File: src/hdl/rhnp_pkg.sv
// Shared types and constants for the request header and netstring parser.
// Depends on nothing; every other file of the block imports it.
`default_nettype none

package rhnp_pkg;

   // Byte codes that the parser recognizes.
   localparam logic [7:0] CHAR_SPACE = 8'h20;
   localparam logic [7:0] CHAR_COLON = 8'h3A;
   localparam logic [7:0] CHAR_ZERO  = 8'h30;
   localparam logic [7:0] CHAR_NINE  = 8'h39;

   // Role codes on the result channel.
   localparam logic [2:0] ROLE_UUID  = 3'd0;
   localparam logic [2:0] ROLE_ID    = 3'd1;
   localparam logic [2:0] ROLE_PATH  = 3'd2;
   localparam logic [2:0] ROLE_SPACE = 3'd3;
   localparam logic [2:0] ROLE_DIGIT = 3'd4;
   localparam logic [2:0] ROLE_COLON = 3'd5;
   localparam logic [2:0] ROLE_DATA  = 3'd6;
   localparam logic [2:0] ROLE_SKIP  = 3'd7;

   // Status codes on the result channel.
   localparam logic [1:0] ST_NONE   = 2'd0;
   localparam logic [1:0] ST_OK     = 2'd1;
   localparam logic [1:0] ST_HEADER = 2'd2;
   localparam logic [1:0] ST_BAD    = 2'd3;

   localparam int RSP_INDEX_BITS = 16;

   // A classified input item as it travels from the front to the back.
   typedef struct packed {
      logic [7:0] in_byte;
      logic       end_of_message;
      logic       is_space;
      logic       is_colon;
      logic       is_digit;
      logic [3:0] digit;
   } class_type;

   // One result item.
   typedef struct packed {
      logic [7:0]                out_byte;
      logic [2:0]                role;
      logic [RSP_INDEX_BITS-1:0] netstring_index;
      logic                      data_last;
      logic [1:0]                status;
      logic                      last;
   } result_type;

endpackage

`default_nettype wire

File: src/hdl/rhnp_front.sv
// Front end: takes input items, classifies each byte and holds it in a register.
// Depends on rhnp_pkg.
`default_nettype none

module rhnp_front (
   input  wire                   clock,
   input  wire                   reset,
   input  wire                   req_tvalid,
   output logic                  req_tready,
   input  wire  [7:0]            req_tdata,
   input  wire                   req_tlast,
   output logic                  item_valid,
   input  wire                   item_ready,
   output rhnp_pkg::class_type   item
);
   import rhnp_pkg::*;

   logic      valid_ff, valid_in;
   class_type item_ff, item_in;
   logic      take;

   assign req_tready = !valid_ff || item_ready;
   assign take       = req_tvalid && req_tready;

   always_comb begin
      item_in.in_byte        = req_tdata;
      item_in.end_of_message = req_tlast;
      item_in.is_space       = (req_tdata == CHAR_SPACE);
      item_in.is_colon       = (req_tdata == CHAR_COLON);
      item_in.is_digit       = (req_tdata inside {[CHAR_ZERO:CHAR_NINE]});
      item_in.digit          = 4'(req_tdata - CHAR_ZERO);
   end

   assign valid_in = take ? 1'b1 : (item_ready ? 1'b0 : valid_ff);

   always_ff @(posedge clock) begin
      if (reset) begin
         valid_ff <= 1'b0;
      end else begin
         valid_ff <= valid_in;
      end
      if (take) begin
         item_ff <= item_in;
      end
   end

   assign item_valid = valid_ff;
   assign item       = item_ff;

endmodule

`default_nettype wire

File: src/hdl/rhnp_queue.sv
// Two-entry queue of classified items between the front and the back end.
// Depends on rhnp_pkg.
`default_nettype none

module rhnp_queue (
   input  wire                      clock,
   input  wire                      reset,
   input  wire                      push_valid,
   output logic                     push_ready,
   input  wire rhnp_pkg::class_type push_item,
   output logic                     pop_valid,
   input  wire                      pop_ready,
   output rhnp_pkg::class_type      pop_item
);
   import rhnp_pkg::*;

   class_type  slot_ff [2];
   logic       wr_ptr_ff, wr_ptr_in;
   logic       rd_ptr_ff, rd_ptr_in;
   logic [1:0] count_ff, count_in;
   logic       push, pop;

   assign push_ready = (count_ff != 2'd2);
   assign pop_valid  = (count_ff != 2'd0);
   assign push       = push_valid && push_ready;
   assign pop        = pop_valid && pop_ready;
   assign pop_item   = slot_ff[rd_ptr_ff];

   assign wr_ptr_in = push ? !wr_ptr_ff : wr_ptr_ff;
   assign rd_ptr_in = pop ? !rd_ptr_ff : rd_ptr_ff;
   assign count_in  = count_ff + 2'(push) - 2'(pop);

   always_ff @(posedge clock) begin
      if (reset) begin
         wr_ptr_ff <= 1'b0;
         rd_ptr_ff <= 1'b0;
         count_ff  <= 2'd0;
      end else begin
         wr_ptr_ff <= wr_ptr_in;
         rd_ptr_ff <= rd_ptr_in;
         count_ff  <= count_in;
      end
      if (push) begin
         slot_ff[wr_ptr_ff] <= push_item;
      end
   end

endmodule

`default_nettype wire

File: src/hdl/rhnp_back.sv
// Back end: parser state machine that tags each byte and drives the result register.
// Depends on rhnp_pkg.
`default_nettype none

module rhnp_back #(
   parameter int LENGTH_BITS = 31,
   parameter int INDEX_BITS  = 16
) (
   input  wire                      clock,
   input  wire                      reset,
   input  wire                      item_valid,
   output logic                     item_ready,
   input  wire rhnp_pkg::class_type item,
   output logic                     rsp_valid,
   input  wire                      rsp_ready,
   output rhnp_pkg::result_type     rsp
);
   import rhnp_pkg::*;

   typedef enum logic [2:0] {
      PH_UUID, PH_ID, PH_PATH, PH_LEN, PH_DATA, PH_SEP, PH_ERR
   } phase_type;

   localparam int WIDE_BITS = LENGTH_BITS + 4;

   phase_type              phase_ff, phase_in;
   logic [INDEX_BITS-1:0]  count_ff, count_in;
   logic [LENGTH_BITS-1:0] acc_ff, acc_in;
   logic [LENGTH_BITS-1:0] remain_ff, remain_in;
   logic                   out_valid_ff, out_valid_in;
   result_type             out_ff, out_in;

   logic [WIDE_BITS-1:0]   acc_wide;
   logic [WIDE_BITS-1:0]   next_len;
   logic [LENGTH_BITS-1:0] remain_dec;
   logic [31:0]            count_wide;
   logic                   pop;

   assign item_ready = !out_valid_ff || rsp_ready;
   assign pop        = item_valid && item_ready;

   // Length times ten plus the new digit, with four spare bits to catch overflow.
   assign acc_wide   = WIDE_BITS'(acc_ff);
   assign next_len   = (acc_wide << 3) + (acc_wide << 1) + WIDE_BITS'(item.digit);
   assign remain_dec = remain_ff - LENGTH_BITS'(1);
   assign count_wide = 32'(count_ff);

   always_comb begin
      phase_in  = phase_ff;
      count_in  = count_ff;
      acc_in    = acc_ff;
      remain_in = remain_ff;

      out_in.out_byte        = item.in_byte;
      out_in.role            = ROLE_SKIP;
      out_in.netstring_index = count_wide[RSP_INDEX_BITS-1:0];
      out_in.data_last       = 1'b0;
      out_in.status          = ST_NONE;
      out_in.last            = item.end_of_message;

      case (phase_ff)
         PH_UUID, PH_ID, PH_PATH: begin
            if (item.is_space) begin
               out_in.role = ROLE_SPACE;
               acc_in      = '0;
               if (item.end_of_message) begin
                  out_in.status = (phase_ff == PH_PATH) ? ST_BAD : ST_HEADER;
               end
               case (phase_ff)
                  PH_UUID: phase_in = PH_ID;
                  PH_ID:   phase_in = PH_PATH;
                  default: phase_in = PH_LEN;
               endcase
            end else begin
               case (phase_ff)
                  PH_UUID: out_in.role = ROLE_UUID;
                  PH_ID:   out_in.role = ROLE_ID;
                  default: out_in.role = ROLE_PATH;
               endcase
               if (item.end_of_message) begin
                  out_in.status = ST_HEADER;
               end
            end
         end
         PH_LEN: begin
            if (item.is_digit) begin
               if (next_len[WIDE_BITS-1:LENGTH_BITS] != '0) begin
                  phase_in = PH_ERR;
               end else begin
                  acc_in      = next_len[LENGTH_BITS-1:0];
                  out_in.role = ROLE_DIGIT;
               end
            end else if (item.is_colon) begin
               // An empty length also leaves the accumulator at zero.
               if (acc_ff == '0) begin
                  phase_in = PH_ERR;
               end else begin
                  out_in.role = ROLE_COLON;
                  remain_in   = acc_ff;
                  phase_in    = PH_DATA;
               end
            end else begin
               phase_in = PH_ERR;
            end
            if (item.end_of_message) begin
               out_in.status = ST_BAD;
            end
         end
         PH_DATA: begin
            out_in.role = ROLE_DATA;
            remain_in   = remain_dec;
            if (remain_dec == '0) begin
               out_in.data_last = 1'b1;
               phase_in         = PH_SEP;
            end
            if (item.end_of_message) begin
               out_in.data_last = 1'b1;
               out_in.status    = ST_OK;
            end
         end
         PH_SEP: begin
            count_in = count_ff + INDEX_BITS'(1);
            acc_in   = '0;
            phase_in = PH_LEN;
            if (item.end_of_message) begin
               out_in.status = ST_OK;
            end
         end
         default: begin
            if (item.end_of_message) begin
               out_in.status = ST_BAD;
            end
         end
      endcase

      // The final byte of a message returns the parser to its start state.
      if (item.end_of_message) begin
         phase_in  = PH_UUID;
         count_in  = '0;
         acc_in    = '0;
         remain_in = '0;
      end
   end

   assign out_valid_in = pop ? 1'b1 : (rsp_ready ? 1'b0 : out_valid_ff);

   always_ff @(posedge clock) begin
      if (reset) begin
         phase_ff     <= PH_UUID;
         count_ff     <= '0;
         acc_ff       <= '0;
         remain_ff    <= '0;
         out_valid_ff <= 1'b0;
      end else begin
         out_valid_ff <= out_valid_in;
         if (pop) begin
            phase_ff  <= phase_in;
            count_ff  <= count_in;
            acc_ff    <= acc_in;
            remain_ff <= remain_in;
            out_ff    <= out_in;
         end
      end
   end

   assign rsp_valid = out_valid_ff;
   assign rsp       = out_ff;

endmodule

`default_nettype wire

File: src/hdl/request_header_netstring_parser.sv
// Request header and netstring parser, top level.
// Each byte passes through the front register, the two-entry queue and the result register.
// Throughput: one byte per cycle while rsp_tready is high, set by the back end's state update.
// The two-entry queue and the result register let either side stall on its own.
// Reset (synchronous, active high) empties all stages and returns the parser to the uuid token.
// Depends on rhnp_pkg, rhnp_front, rhnp_queue and rhnp_back.
`default_nettype none

module request_header_netstring_parser #(
   parameter int LENGTH_BITS = 31,
   parameter int INDEX_BITS  = 16
) (
   input  wire         clock,
   input  wire         reset,
   input  wire         req_tvalid,
   output logic        req_tready,
   input  wire  [7:0]  req_tdata,   // [7:0] in_byte
   input  wire         req_tlast,   // end_of_message
   output logic        rsp_tvalid,
   input  wire         rsp_tready,
   output logic [31:0] rsp_tdata,   // [7:0] out_byte, [23:8] netstring_index, [25:24] status
   output logic [3:0]  rsp_tuser,   // [2:0] role, [3] data_last
   output logic        rsp_tlast    // last
);
   import rhnp_pkg::*;

   logic       front_valid, front_ready;
   class_type  front_item;
   logic       back_valid, back_ready;
   class_type  back_item;
   result_type rsp;

   rhnp_front u_front (
      .clock      (clock),
      .reset      (reset),
      .req_tvalid (req_tvalid),
      .req_tready (req_tready),
      .req_tdata  (req_tdata),
      .req_tlast  (req_tlast),
      .item_valid (front_valid),
      .item_ready (front_ready),
      .item       (front_item)
   );

   rhnp_queue u_queue (
      .clock      (clock),
      .reset      (reset),
      .push_valid (front_valid),
      .push_ready (front_ready),
      .push_item  (front_item),
      .pop_valid  (back_valid),
      .pop_ready  (back_ready),
      .pop_item   (back_item)
   );

   rhnp_back #(
      .LENGTH_BITS (LENGTH_BITS),
      .INDEX_BITS  (INDEX_BITS)
   ) u_back (
      .clock      (clock),
      .reset      (reset),
      .item_valid (back_valid),
      .item_ready (back_ready),
      .item       (back_item),
      .rsp_valid  (rsp_tvalid),
      .rsp_ready  (rsp_tready),
      .rsp        (rsp)
   );

   assign rsp_tdata = {6'd0, rsp.status, rsp.netstring_index, rsp.out_byte};
   assign rsp_tuser = {rsp.data_last, rsp.role};
   assign rsp_tlast = rsp.last;

endmodule

`default_nettype wire
File: config.mk
export PLATFORM = sky130hd
export DESIGN_NAME = request_header_netstring_parser
export DESIGN_NICKNAME = d
export VERILOG_FILES = /design/src/hdl/rhnp_pkg.sv /design/src/hdl/rhnp_front.sv /design/src/hdl/rhnp_queue.sv /design/src/hdl/rhnp_back.sv /design/src/hdl/request_header_netstring_parser.sv
export SDC_FILE = /design/constraint.sdc
export NUM_CORES = 1
export LEC_CHECK = 0
export BUFFER_PORTS_ARGS = -buffer_cell sky130_fd_sc_hd__buf_4
export CAP_MARGIN = 20
export CORE_AREA = 2 2 156 158
export DETAILED_ROUTE_END_ITERATION = 6
export DIE_AREA = 0 0 158 160
export GPL_TIMING_DRIVEN = 0
export PLACE_DENSITY = 0.52
export SYNTH_ARGS = -nofsm -noshare
export SYNTH_HDL_FRONTEND = slang
export SYNTH_SLANG_ARGS = --single-unit
File: constraint.sdc
create_clock -name clock -period 8.3 [get_ports clock]
set_input_delay 0 -clock clock [delete_from_list [all_inputs] [get_ports clock]]
set_output_delay 0 -clock clock [all_outputs]
set_load 0.02 [all_outputs]
==> results of run 1 <==
-- through the flow --
step	hold WS (ns)	power (mW)	area, um2
3_5_place_dp	0.190	1.56	9590
5_1_grt	0.0597	2.45	10300
4_1_cts	0.0450	2.34	10300
3_3_place_gp	0.189	1.55	9570
6_report	0.0428	2.32	10300
2_1_floorplan	0.0989	1.35	8820
-- cells by family after synthesis --
kind of cell | Yosys count | synth area share (%)
AOI/OAI and AO/OA | 243 | 18.9
and+or+nand+nor | 320 | 17.6
xor gates and xnor gates | 52 | 5.17
DFF | 155 | 42.9
buffers and inverters | 74 | 3.77
muxes | 15 | 1.83
adders and majority gates | 68 | 9.84
other | 1 | 0.0426
-- metal layers --
metal / vias up / part of all wire (%) / GRT usage, %
met4: 0 / 1.2 / 4.75
met5: - / 0 / 0
li1: 3613 / - / -
met2: 114 / 47 / 29.7
met1: 3352 / 49 / 26.0
met3: 20 / 3.1 / 2.90
-- worst register-to-register path, delay by kind of cell, from the launching register on --
family                   cells  cell delay [ns]
AO/OA/AOI/OAI                7             1.90
buffers and inverters        3             1.28
adder cells (fa/ha/maj)      2             0.97
multiplexers                 1             0.41
AND/OR/NAND/NOR              2             0.38
flip-flops                   1             0.31
-- worst paths after layout --
path	end	slack, ns
max	u_back.acc_ff[29]	3.00
min reg2reg	u_queue.slot_ff[0][7]	0.45
max reg2reg	u_back.acc_ff[29]	3.00
min	u_back.acc_ff[0]	0.04
-- sequential cells by signal, indices dropped and copies added (netlist names), 2 cells and up, named ones only --
name,count
u_back.acc_ff,31
u_back.remain_ff,31
u_back.rsp,31
u_queue.slot_ff,24
u_back.count_ff,16
u_front.item,12
u_back.phase_ff,3
u_queue.count_ff,2
-- layout by cell type (no fill, tap or decap), types with 7 or more instances in the layout --
| cell type | instances |
|---|---|
| ha_1 | 66 |
| inv_8 | 7 |
| a22o_1 | 34 |
| inv_1 | 25 |
| o2111ai_1 | 7 |
| a31oi_1 | 7 |
| a22oi_1 | 17 |
| o211ai_1 | 11 |
| buf_4 | 51 |
| nand3_1 | 27 |
| dfxtp_1 | 88 |
| nor4_1 | 13 |
| nand2_1 | 85 |
| nand4_1 | 11 |
| a21o_1 | 10 |
| buf_2 | 7 |
| nand2b_1 | 13 |
| xor2_1 | 23 |
| mux2_2 | 8 |
| nor3_1 | 26 |
| a21oi_1 | 55 |
| and3_1 | 9 |
| dlygate4sd3_1 | 11 |
| or3_1 | 9 |
| nor2_1 | 96 |
| clkbuf_16 | 17 |
| edfxtp_1 | 67 |
| xnor2_1 | 29 |
| o21ai_0 | 55 |
| clkbuf_1 | 30 |
-- power by group through the flow --
stage                     clock, mW  sequential (mW)  combinational [mW]
after floorplan                   0            0.962               0.384
after global placement            0            0.926               0.623
after detailed placement          0            0.925               0.631
after CTS                     0.796            0.908               0.637
after global routing          0.827            0.914               0.705
final                         0.780            0.907               0.636
-- final cells by class --
cell class,instances,area (um2)
plain buffers,48,234
fillers,2432,13500
repair buffers,57,459
inverters,26,97.6
flip-flops and latches,155,3770
well taps,324,405
clock buffers,18,439
clock inverters,14,145
multi-input cells,704,4730
-- repair_timing --
item / CTS / global route
setup endpoints to repair: 0 / 0
hold endpoints to repair: 14 / 0
hold buffers: 11 / 0
gates resized for setup: 0 / 0
==> metrics.md, run 1 <==
| Metric | Value |
|---|---|
| Status | finished clean |
| CP top delay family | compound AO/OA/AOI/OAI gates |
| Die height | approximately 160 um |
| Drt via density | approximately 5.3 |
| Area of the die | 25300 um2 |
| Fin nets | approximately 1100 |
| Max stage delay on crit path | ~0.58 ns |
| Leakage | between 4 and 5 nW |
| MaxCap Viol Count | 0 |
| Netlist cell types | just over 70 |
| Critical Path Stages | 15 |
| GRT Total Usage | between 10% and 20% |
| Top cells by count, synth | nor2_1, dfxtp_1, nand2_1 |
| Syn Inst Count | slightly above 900 |
| Hold path cells | 3 |
| Fin Setup TNS | 0 ns |
| CP Launch Type | flop |
| FMAX | 189 MHz |
| Final std cells w/o fill | roughly 1300 |
| Clock Power Share | ~34% |
| DR pass1 iterations | 5 |
| Syn. warnings | 0 |
| Slew @ Worst Pin | around 1.2 ns |
| Vias in the first global route | ~7000 |
| Io pins | 52 |
| Worst setup path category | reg2reg |
| Initial Util | roughly 37% |
| Residual DRC count | 0 |
| Initial antenna violation count | 0 |
| Hold WC Path Type | in2reg |
| Clock buffers created by TritonCTS | 17 |
| CORE AREA | ~24000 um2 |
| Share of cells above drive strength 1 | about an eighth |
| Max Root-Sink Buffers | 2 |
| Final hold violation count | 0 |
| Largest net degree at the start of global routing | 32 |
| Crit path top cell by count | clkbuf_1 |
| Wirelength per Cell | around 17 um |
| RD Place Congestion | approximately 0.9 |
| Worst-skew pair later-pin latency | around 0.43 ns |
| 1st-iter DRT viols | between 400 and 500 |
| Max FO, Critical Path | 10 |
| Final Skew | roughly 0.012 ns |
| RSZ-0062 raised after global routing | no |
| Total grt overflow | 0 |
| Comb power frac | between 20% and 30% |
| Fin util | between 40% and 50% |
| #FFs+latches synth | about 160 |
| Synth area leader | edfxtp_1 |
| CP Buf/Inv Count | 3 |
| Synth Flop Type | dfxtp_1 |
| Post-Place Cells | roughly 1300 |
| Seq/Total Area, Yosys | about 43% |
| Sw frac | between 30% and 40% |
| P_sw | 0.823 mW |
| CTS Root Cell | clkbuf_16 |
| Final setup margin | ~3 ns |
| EDFF count, synth | 67 |
| Hold Crit Start | reset |
| IO Port Bufs | 45 |
| Post-Syn Area | roughly 8800 um2 |
| Dpl ws | roughly 2.9 ns |
| Post-route ant nets | 0 |
| Num rows | 57 |
| Setup Viol. Count Final | 0 |
| First-pass GRT wire length | 36800 um |
| DP HPWL | between 15000 and 20000 um |
| Tmin final | between 5 and 6 ns |
| Syn avg cell area | approximately 9.5 um2 |
| Peak supply drop | between 150 and 200 uV |
| Cell Int Power | about 1.5 mW |
| CTS H-Tree Depth | 4 |
| Reg2reg path depth | 15 |
| Max Slew Vio Count | 0 |
| Asr flop ratio synth | 0% |
| CP Cell Sequence | clkbuf_1, clkbuf_1, mux2i_1, fa_1, fa_1, nand2b_1, a21oi_1, o21ai_1, o311ai_1, or3_1, a32o_1, o21ai_0, a21oi_1, clkbuf_1, a22o_1 |
| Area delta synth->final | 16.8% |
| Vias | slightly above 7000 |
| Arr. time, crit path | 5.67 ns |
| Relative slew margins | roughly a fifth |
| Critical path capture point type | flop |
| Ant. Diodes | 0 |
| Period utilization | between 60% and 70% |
| TritonCTS clock tree | yes |
| CTS Sinks | around 160 |
| Top-count cell post-synth | nor2_1 |
| Die width | roughly 160 um |
| Setup Buffers After CTS | 0 |
| Synth top area cells | edfxtp_1, dfxtp_1, ha_1 |
| Wirelength, routed | roughly 23000 um |
| CP Data Required Time | between 8 and 9 ns |
| Synth top area share | roughly 23% |
| Pwr/cell area | ~230 nW/um2 |
| Part of the power in registers | approximately two fifths |
| Crit-path slowest cell | clkbuf_1 |
| CTS clk-pin slew, worst paths | approximately 0.07 ns |
Note: power is estimated with default switching activity, not from simulation.
==> run 2, diff against run 1 <==
--- a/config.mk
+++ b/config.mk
@@ -5,13 +5,14 @@
 export SDC_FILE = /design/constraint.sdc
 export NUM_CORES = 1
 export LEC_CHECK = 0
+export ABC_AREA = 1
 export BUFFER_PORTS_ARGS = -buffer_cell sky130_fd_sc_hd__buf_4
 export CAP_MARGIN = 20
-export CORE_AREA = 2 2 156 158
+export CORE_AREA = 2 2 167 169
 export DETAILED_ROUTE_END_ITERATION = 6
-export DIE_AREA = 0 0 158 160
+export DIE_AREA = 0 0 169 171
 export GPL_TIMING_DRIVEN = 0
-export PLACE_DENSITY = 0.52
+export PLACE_DENSITY = 0.54
 export SYNTH_ARGS = -nofsm -noshare
 export SYNTH_HDL_FRONTEND = slang
 export SYNTH_SLANG_ARGS = --single-unit
==> constraint.sdc (replaced) <==
create_clock -name clock -period 4.48 [get_ports clock]
set_input_delay 0 -clock clock [delete_from_list [all_inputs] [get_ports clock]]
set_output_delay 0 -clock clock [all_outputs]
set_load 0.02 [all_outputs]
==> metrics.md, run 2 <==
| Metric | Value |
|---|---|
| Status | finished clean (unchanged) |
| Post-Syn Area | 10100 um2 (was 8800 um2) |
| Most common cell after layout, fill and taps aside | nand2_1 (was nor2_1) |
| IO Port Bufs | 44 (was 45) |
| Area delta synth->final | 14.8% (was 16.8%) |
| Setup Viol. Count Final | 0 (unchanged) |
| Worst-skew pair later-pin latency | 0.44 ns (was 0.43 ns) |
| Worst setup path category | reg2reg (unchanged) |
| CORE AREA | 27300 um2 (was 23800 um2) |
| Seq/Total Area, Yosys | 37.2% (was 42.9%) |
| Final hold violation count | 0 (unchanged) |
| Initial Util | 37.1% (was 37.0%) |
| Drt via density | 4.92 (was 5.27) |
| Share of cells above drive strength 1 | 10.3% (was 11.6%) |
| Fin util | 42.6% (was 43.2%) |
| Clock buffers created by TritonCTS | 17 (unchanged) |
| Final Skew | 0.0130 ns (was 0.0119 ns) |
| Synth Flop Type | dfxtp_1 (unchanged) |
| Max FO, Critical Path | 10 (unchanged) |
| Relative slew margins | 35.6% (was 21.3%) |
| #FFs+latches synth | 155 (unchanged) |
| FMAX | 253 MHz (was 189 MHz) |
| Hold WC Path Type | in2reg (unchanged) |
| Top-count cell post-synth | nand2_1 (was nor2_1) |
| Die width | 169 um (was 158 um) |
| EDFF count, synth | 67 (unchanged) |
| Fin nets | 1585 (was 1090) |
| Residual DRC count | 0 (unchanged) |
| Total grt overflow | 0 (unchanged) |
| Pwr/cell area | 444 nW/um2 (was 226 nW/um2) |
| TritonCTS clock tree | yes (unchanged) |
| Vias in the first global route | 8517 (was 6903) |
| Fill cells | 2869 (was 2432) |
| Slew @ Worst Pin | 0.963 ns (was 1.17 ns) |
| CTS H-Tree Depth | 4 (unchanged) |
| CTS clk-pin slew, worst paths | 0.06 ns (was 0.07 ns) |
| CTS Root Cell | clkbuf_16 (unchanged) |
| Num rows | 61 (was 57) |
| Commonest cells after routing, fill and taps aside | nand2_1, nor2_1, inv_1 (was nor2_1, dfxtp_1, nand2_1) |
| Max Slew Vio Count | 0 (unchanged) |
| Post-Place Cells | 1820 (was 1303) |
| Area of the die | 28900 um2 (was 25300 um2) |
| Setup Buffers After CTS | 0 (unchanged) |
| First-pass GRT wire length | 44800 um (was 36800 um) |
| Initial antenna violation count | 1 (was 0) |
| 1st-iter DRT viols | 581 (was 484) |
| Wirelength per Cell | 15.0 um (was 16.9 um) |
| DP HPWL | 22100 um (was 16800 um) |
| Fin Setup TNS | 0 ns (unchanged) |
| Vias | 9169 (was 7099) |
| Top cells by count, synth | nand2_1, nor2_1, inv_1 (was nor2_1, dfxtp_1, nand2_1) |
| Synth top area cells | edfxtp_1, dfxtp_1, nand2_1 (was edfxtp_1, dfxtp_1, ha_1) |
| Tmin final | 3.96 ns (was 5.30 ns) |
| Peak supply drop | 309 uV (was 164 uV) |
| Io pins | 52 (unchanged) |
| Wirelength, routed | 28000 um (was 22700 um) |
| Post-route ant nets | 0 (unchanged) |
| Period utilization | 88.3% (was 63.9%) |
| Syn Inst Count | 1423 (was 928) |
| Syn avg cell area | 7.12 um2 (was 9.49 um2) |
| CP Launch Type | flop (unchanged) |
| CP Data Required Time | 4.81 ns (was 8.67 ns) |
| GRT Total Usage | 19.8% (was 18.5%) |
| MaxCap Viol Count | 0 (unchanged) |
| Largest net degree at the start of global routing | 32 (unchanged) |
| Asr flop ratio synth | 0% (unchanged) |
| CTS Sinks | 155 (unchanged) |
| Synth area leader | edfxtp_1 (unchanged) |
| Critical path capture point type | flop (unchanged) |
| Max Root-Sink Buffers | 2 (unchanged) |
| RSZ-0062 raised after global routing | no (unchanged) |
| Leakage | 5.29 nW (was 4.17 nW) |
| Die height | 171 um (was 160 um) |
| Synth top area share | 19.9% (was 22.9%) |
| DR pass1 iterations | 5 (unchanged) |
| Final std cells w/o fill | 1864 (was 1346) |
| Syn. warnings | 0 (unchanged) |
| RD Place Congestion | 0.944 (was 0.889) |
| Arr. time, crit path | 4.29 ns (was 5.67 ns) |
| Netlist cell types | 52 (was 72) |
==> run 2: cell types whose count changed after synthesis, sizes merged, moves of 14 or more <==
cell / change
a21oi: +53
a22o: -34
a22oi: -16
clkbuf: -14
inv: +130
nand2: +362
nand3: +61
nor2: +73
o21ai: -14
xor2: -17
==> run 2: layer usage <==
layer  GRT usage (%)  share of wire [%]
met1            27.6                 49
met2            32.4                 46
met3            2.61                3.8
met4            5.28                1.4
met5               0                  0
==> run 2: worst paths after layout <==
kind | cells past startpoint | from | endpoint | slack (ns)
setup reg to reg | 23 | flop | u_back.phase_ff[1] | 0.52
hold / removal | 4 | reset | u_back.phase_ff[0] | 0.17
hold reg to reg | 0 | u_front.item[11] | u_queue.slot_ff[1][11] | 0.44
setup / recovery | 23 | flop | u_back.phase_ff[1] | 0.52
==> run 2: cell type report <==
type	instances	area, um2	area share [%]
Antenna cell	1	2.50	0.0215
Buffer	44	259	2.23
Clock buffer	19	454	3.91
Clock inverter	13	126	1.09
Inverter	157	592	5.09
Multi-Input combinational cell	1072	5530	47.6
Sequential cell	155	3770	32.5
Tap cell	346	433	3.72
Timing Repair Buffer	57	455	3.92
==> run 2: power by group <==
part	switching (mW)	internal, mW	leakage (nW)
combinational	1.36	0.618	3.67
clock	0.669	0.768	0.279
sequential	0.0845	1.67	1.34
total	2.11	3.05	5.29
==> run 2: critical path, stage by stage, from the launching register on <==
cell and delay [ns]:
dfxtp_1 0.40, inv_2 0.06, buf_2 0.20, or2_2 0.29
o21ai_0 0.18, fa_1 0.52, inv_1 0.08, ha_1 0.22
nand3_1 0.06, nand2_1 0.12, nand2_1 0.09, nand2_1 0.11
nand2_1 0.08, nand2_1 0.13, nand2_1 0.12, nand2_1 0.06
nand2_1 0.08, nand2_1 0.05, nor2_1 0.39, nand3_1 0.29
nand3_2 0.17, nand2_1 0.06, inv_1 0.05, nor2_1 0.04
==> run 2: cells by family after synthesis <==
| kind of cell | share of synthesized area (%) |
|---|---|
| simple gates | 33.9 |
| buf+inv | 8.40 |
| compound gates | 9.58 |
| flops | 37.2 |
| fa+ha+maj | 8.55 |
| xor+xnor | 2.25 |
| other cells | 0.0370 |
==> run 2: repair_timing <==
| item | CTS | global route |
|---|---|---|
| resized for setup | 0 | 0 |
| hold endpoints to repair | 14 | 0 |
| hold buffers | 11 | 0 |
==> run 2: through the flow <==
| step | instance area [um2] | power [mW] | hold slack, ns | worst slack (ns) |
|---|---|---|---|---|
| after detailed placement | 10900 | 3.76 | 0.187 | 0.505 |
| after floorplan | 10100 | 3.17 | 0.0989 | 1.29 |
| after global routing | 11600 | 5.53 | 0.230 | 0.223 |
| after global placement | 10900 | 3.74 | 0.187 | 0.550 |
| after CTS | 11600 | 5.21 | 0.173 | 0.477 |
| final | 11600 | 5.16 | 0.171 | 0.523 |
==> run 3, diff against run 2 <==
==> constraint.sdc (replaced) <==
create_clock -name clock -period 4.48 [get_ports clock]
set_input_delay 0.672 -clock clock [delete_from_list [all_inputs] [get_ports clock]]
set_output_delay 0.672 -clock clock [all_outputs]
set_load 0.02 [all_outputs]
==> metrics.md, run 3 (same netlist as run 2, synthesis figures left out) <==
| Metric | Value |
|---|---|
| DP HPWL | 22100 um (unchanged) |
| CTS Root Cell | clkbuf_16 (unchanged) |
| Arr. time, crit path | 4.27 ns (was 4.29 ns) |
| Slew @ Worst Pin | 0.965 ns (was 0.963 ns) |
| Fin Setup TNS | 0 ns (unchanged) |
| Max FO, Critical Path | 10 (unchanged) |
| CTS clk-pin slew, worst paths | 0.08 ns (was 0.06 ns) |
| Crit-path slowest cell | fa_1 (unchanged) |
| CP Buf/Inv Count | 4 (unchanged) |
| Dpl ws | 0.505 ns (unchanged) |
| Clock buffers created by TritonCTS | 17 (unchanged) |
| Die width | 169 um (unchanged) |
| Largest net degree at the start of global routing | 32 (unchanged) |
| Max Root-Sink Buffers | 2 (unchanged) |
| GRT Total Usage | 19.8% (about the same) |
| Met1 usage | 27.5% (was 27.6%) |
| Relative slew margins | 35.5% (was 35.6%) |
| CP Cell Sequence | inv_2, buf_2, or2_2, o21ai_0, fa_1, inv_1, ha_1, nand3_1, nand2_1, nand2_1, nand2_1, nand2_1, nand2_1, nand2_1, nand2_1, nand2_1, nand2_1, nor2_1, nand3_1, nand3_2, nand2_1, inv_1, nor2_1 (unchanged) |
| DR pass1 iterations | 5 (unchanged) |
| FMAX | 254 MHz (was 253 MHz) |
| Initial antenna violation count | 1 (unchanged) |
| IO Port Bufs | 44 (unchanged) |
| Vias | 9135 (was 9169) |
| Commonest cells after routing, fill and taps aside | nand2_1, nor2_1, inv_1 (unchanged) |
| Final setup margin | 0.538 ns (was 0.523 ns) |
| Worst setup path category | reg2reg (unchanged) |
| Die height | 171 um (unchanged) |
| Gates resized, CTS repair | 0 (unchanged) |
| Final Skew | 0.0136 ns (was 0.0130 ns) |
| CP Data Required Time | 4.81 ns (about the same) |
| Wirelength, routed | 28000 um (about the same) |
| TritonCTS clock tree | yes (unchanged) |
| Status | finished clean (unchanged) |
| Hold WC Path Type | in2reg (unchanged) |
| Wirelength per Cell | 15.1 um (was 15.0 um) |
| CTS H-Tree Depth | 4 (unchanged) |
| Critical path capture point type | flop (unchanged) |
| Post-Place Cells | 1820 (unchanged) |
| Part of the power in registers | 34.0% (about the same) |
| Share of cells above drive strength 1 | 10.4% (was 10.3%) |
| Met2 GRT Util | 32.4% (about the same) |
| First-pass GRT wire length | 44700 um (was 44800 um) |
| Leakage | 5.24 nW (was 5.29 nW) |
| Most common cell after layout, fill and taps aside | nand2_1 (unchanged) |
| Num rows | 61 (unchanged) |
| Area of the die | 28900 um2 (unchanged) |
| Area delta synth->final | 13.7% (was 14.8%) |
| Max Slew Vio Count | 0 (unchanged) |
| Total grt overflow | 0 (unchanged) |
| Initial Util | 37.1% (unchanged) |
| 1st-iter DRT viols | 547 (was 581) |
| Residual DRC count | 0 (unchanged) |
| Final std cells w/o fill | 1853 (was 1864) |
| Tmin final | 3.94 ns (was 3.96 ns) |
| Crit path top cell by count | nand2_1 (unchanged) |
| Vias in the first global route | 8488 (was 8517) |
| CORE AREA | 27300 um2 (unchanged) |
| Max stage delay on crit path | 0.52 ns (about the same) |
| Post-route ant nets | 0 (unchanged) |
| Clock Power Share | 27.8% (about the same) |
| Period utilization | 88.0% (was 88.3%) |
| Io pins | 52 (unchanged) |
| P_sw | 2.11 mW (about the same) |
| Fin nets | 1574 (was 1585) |
| Final hold violation count | 0 (unchanged) |
| CP Launch Type | flop (unchanged) |
| Sw frac | 40.9% (about the same) |
| Post-CTS Hold Fix Bufs | 0 (was 11) |
| Pwr/cell area | 448 nW/um2 (was 444 nW/um2) |
| Met3 usage | 2.61% (unchanged) |
| RD Place Congestion | 0.944 (unchanged) |
| Grt peak-use layer | met2 (unchanged) |
| Worst-skew pair later-pin latency | 0.44 ns (about the same) |
| Setup Viol. Count Final | 0 (unchanged) |
| CTS Sinks | 155 (unchanged) |
| Drt via density | 4.93 (was 4.92) |
| Peak supply drop | 310 uV (was 309 uV) |
| Comb power frac | 38.1% (was 38.2%) |
| Cell Int Power | 3.05 mW (about the same) |
| RSZ-0062 raised after global routing | no (unchanged) |
| Setup Buffers After CTS | 0 (unchanged) |
| CP top delay family | simple AND/OR/NAND/NOR gates (unchanged) |
| MaxCap Viol Count | 0 (unchanged) |
==> run 3: layer usage <==
layer  vias up  wire, um  share of wire, %
li1       4785         -                 -
met1      4164     13700                49
met2       167     12800                46
met3        19      1080               3.9
met4         0       463               1.7
met5         -         0                 0
==> run 3: metrics by stage <==
step / util (%) / hold slack [ns] / power (mW) / instance area [um2]
4_1_cts: 42.1 / 0.404 / 5.20 / 11500
2_1_floorplan: - / 0.417 / 3.17 / 10100
3_3_place_gp: 39.9 / 0.424 / 3.74 / 10900
6_report: 42.2 / 0.415 / 5.16 / 11500
5_1_grt: 42.1 / 0.400 / 5.53 / 11500
3_5_place_dp: 40.0 / 0.432 / 3.76 / 10900
==> run 3: final cells by class <==
cell class	count	area, um2
Fill cell	2875	15800
Multi-Input combinational cell	1072	5530
Sequential cell	155	3770
Inverter	157	592
Clock buffer	19	454
Tap cell	346	433
Timing Repair Buffer	46	345
Buffer	44	259
Clock inverter	13	126
Antenna cell	1	2.50
==> run 3: path summary, 6_finish.rpt <==
path | startpoint | to | slack (ns) | depth (start not counted)
worst max register to register | flop | u_back.phase_ff[1] | 0.54 | 23
worst max-delay path | flop | u_back.phase_ff[1] | 0.54 | 23
worst min-delay path | req_tdata[7] | u_front.item[15] | 0.41 | 1
worst min register to register | u_front.item[11] | u_queue.slot_ff[1][11] | 0.45 | 0
==> run 3: power by group through the flow <==
stage / combinational, mW / sequential [mW] / clock [mW]
floorplan: 1.32 / 1.86 / 0
global placement: 1.95 / 1.79 / 0
detailed placement: 1.97 / 1.79 / 0
CTS: 1.98 / 1.75 / 1.46
global route: 2.22 / 1.77 / 1.53
finish: 1.97 / 1.75 / 1.44
==> run 3: worst reg2reg max path, delay by kind of cell, from the launching register on <==
family          cells  cell delay (ns)
simple gates       16             2.13
fa+ha+maj           2             0.74
flops               1             0.40
buf+inv             4             0.40
compound gates      1             0.18
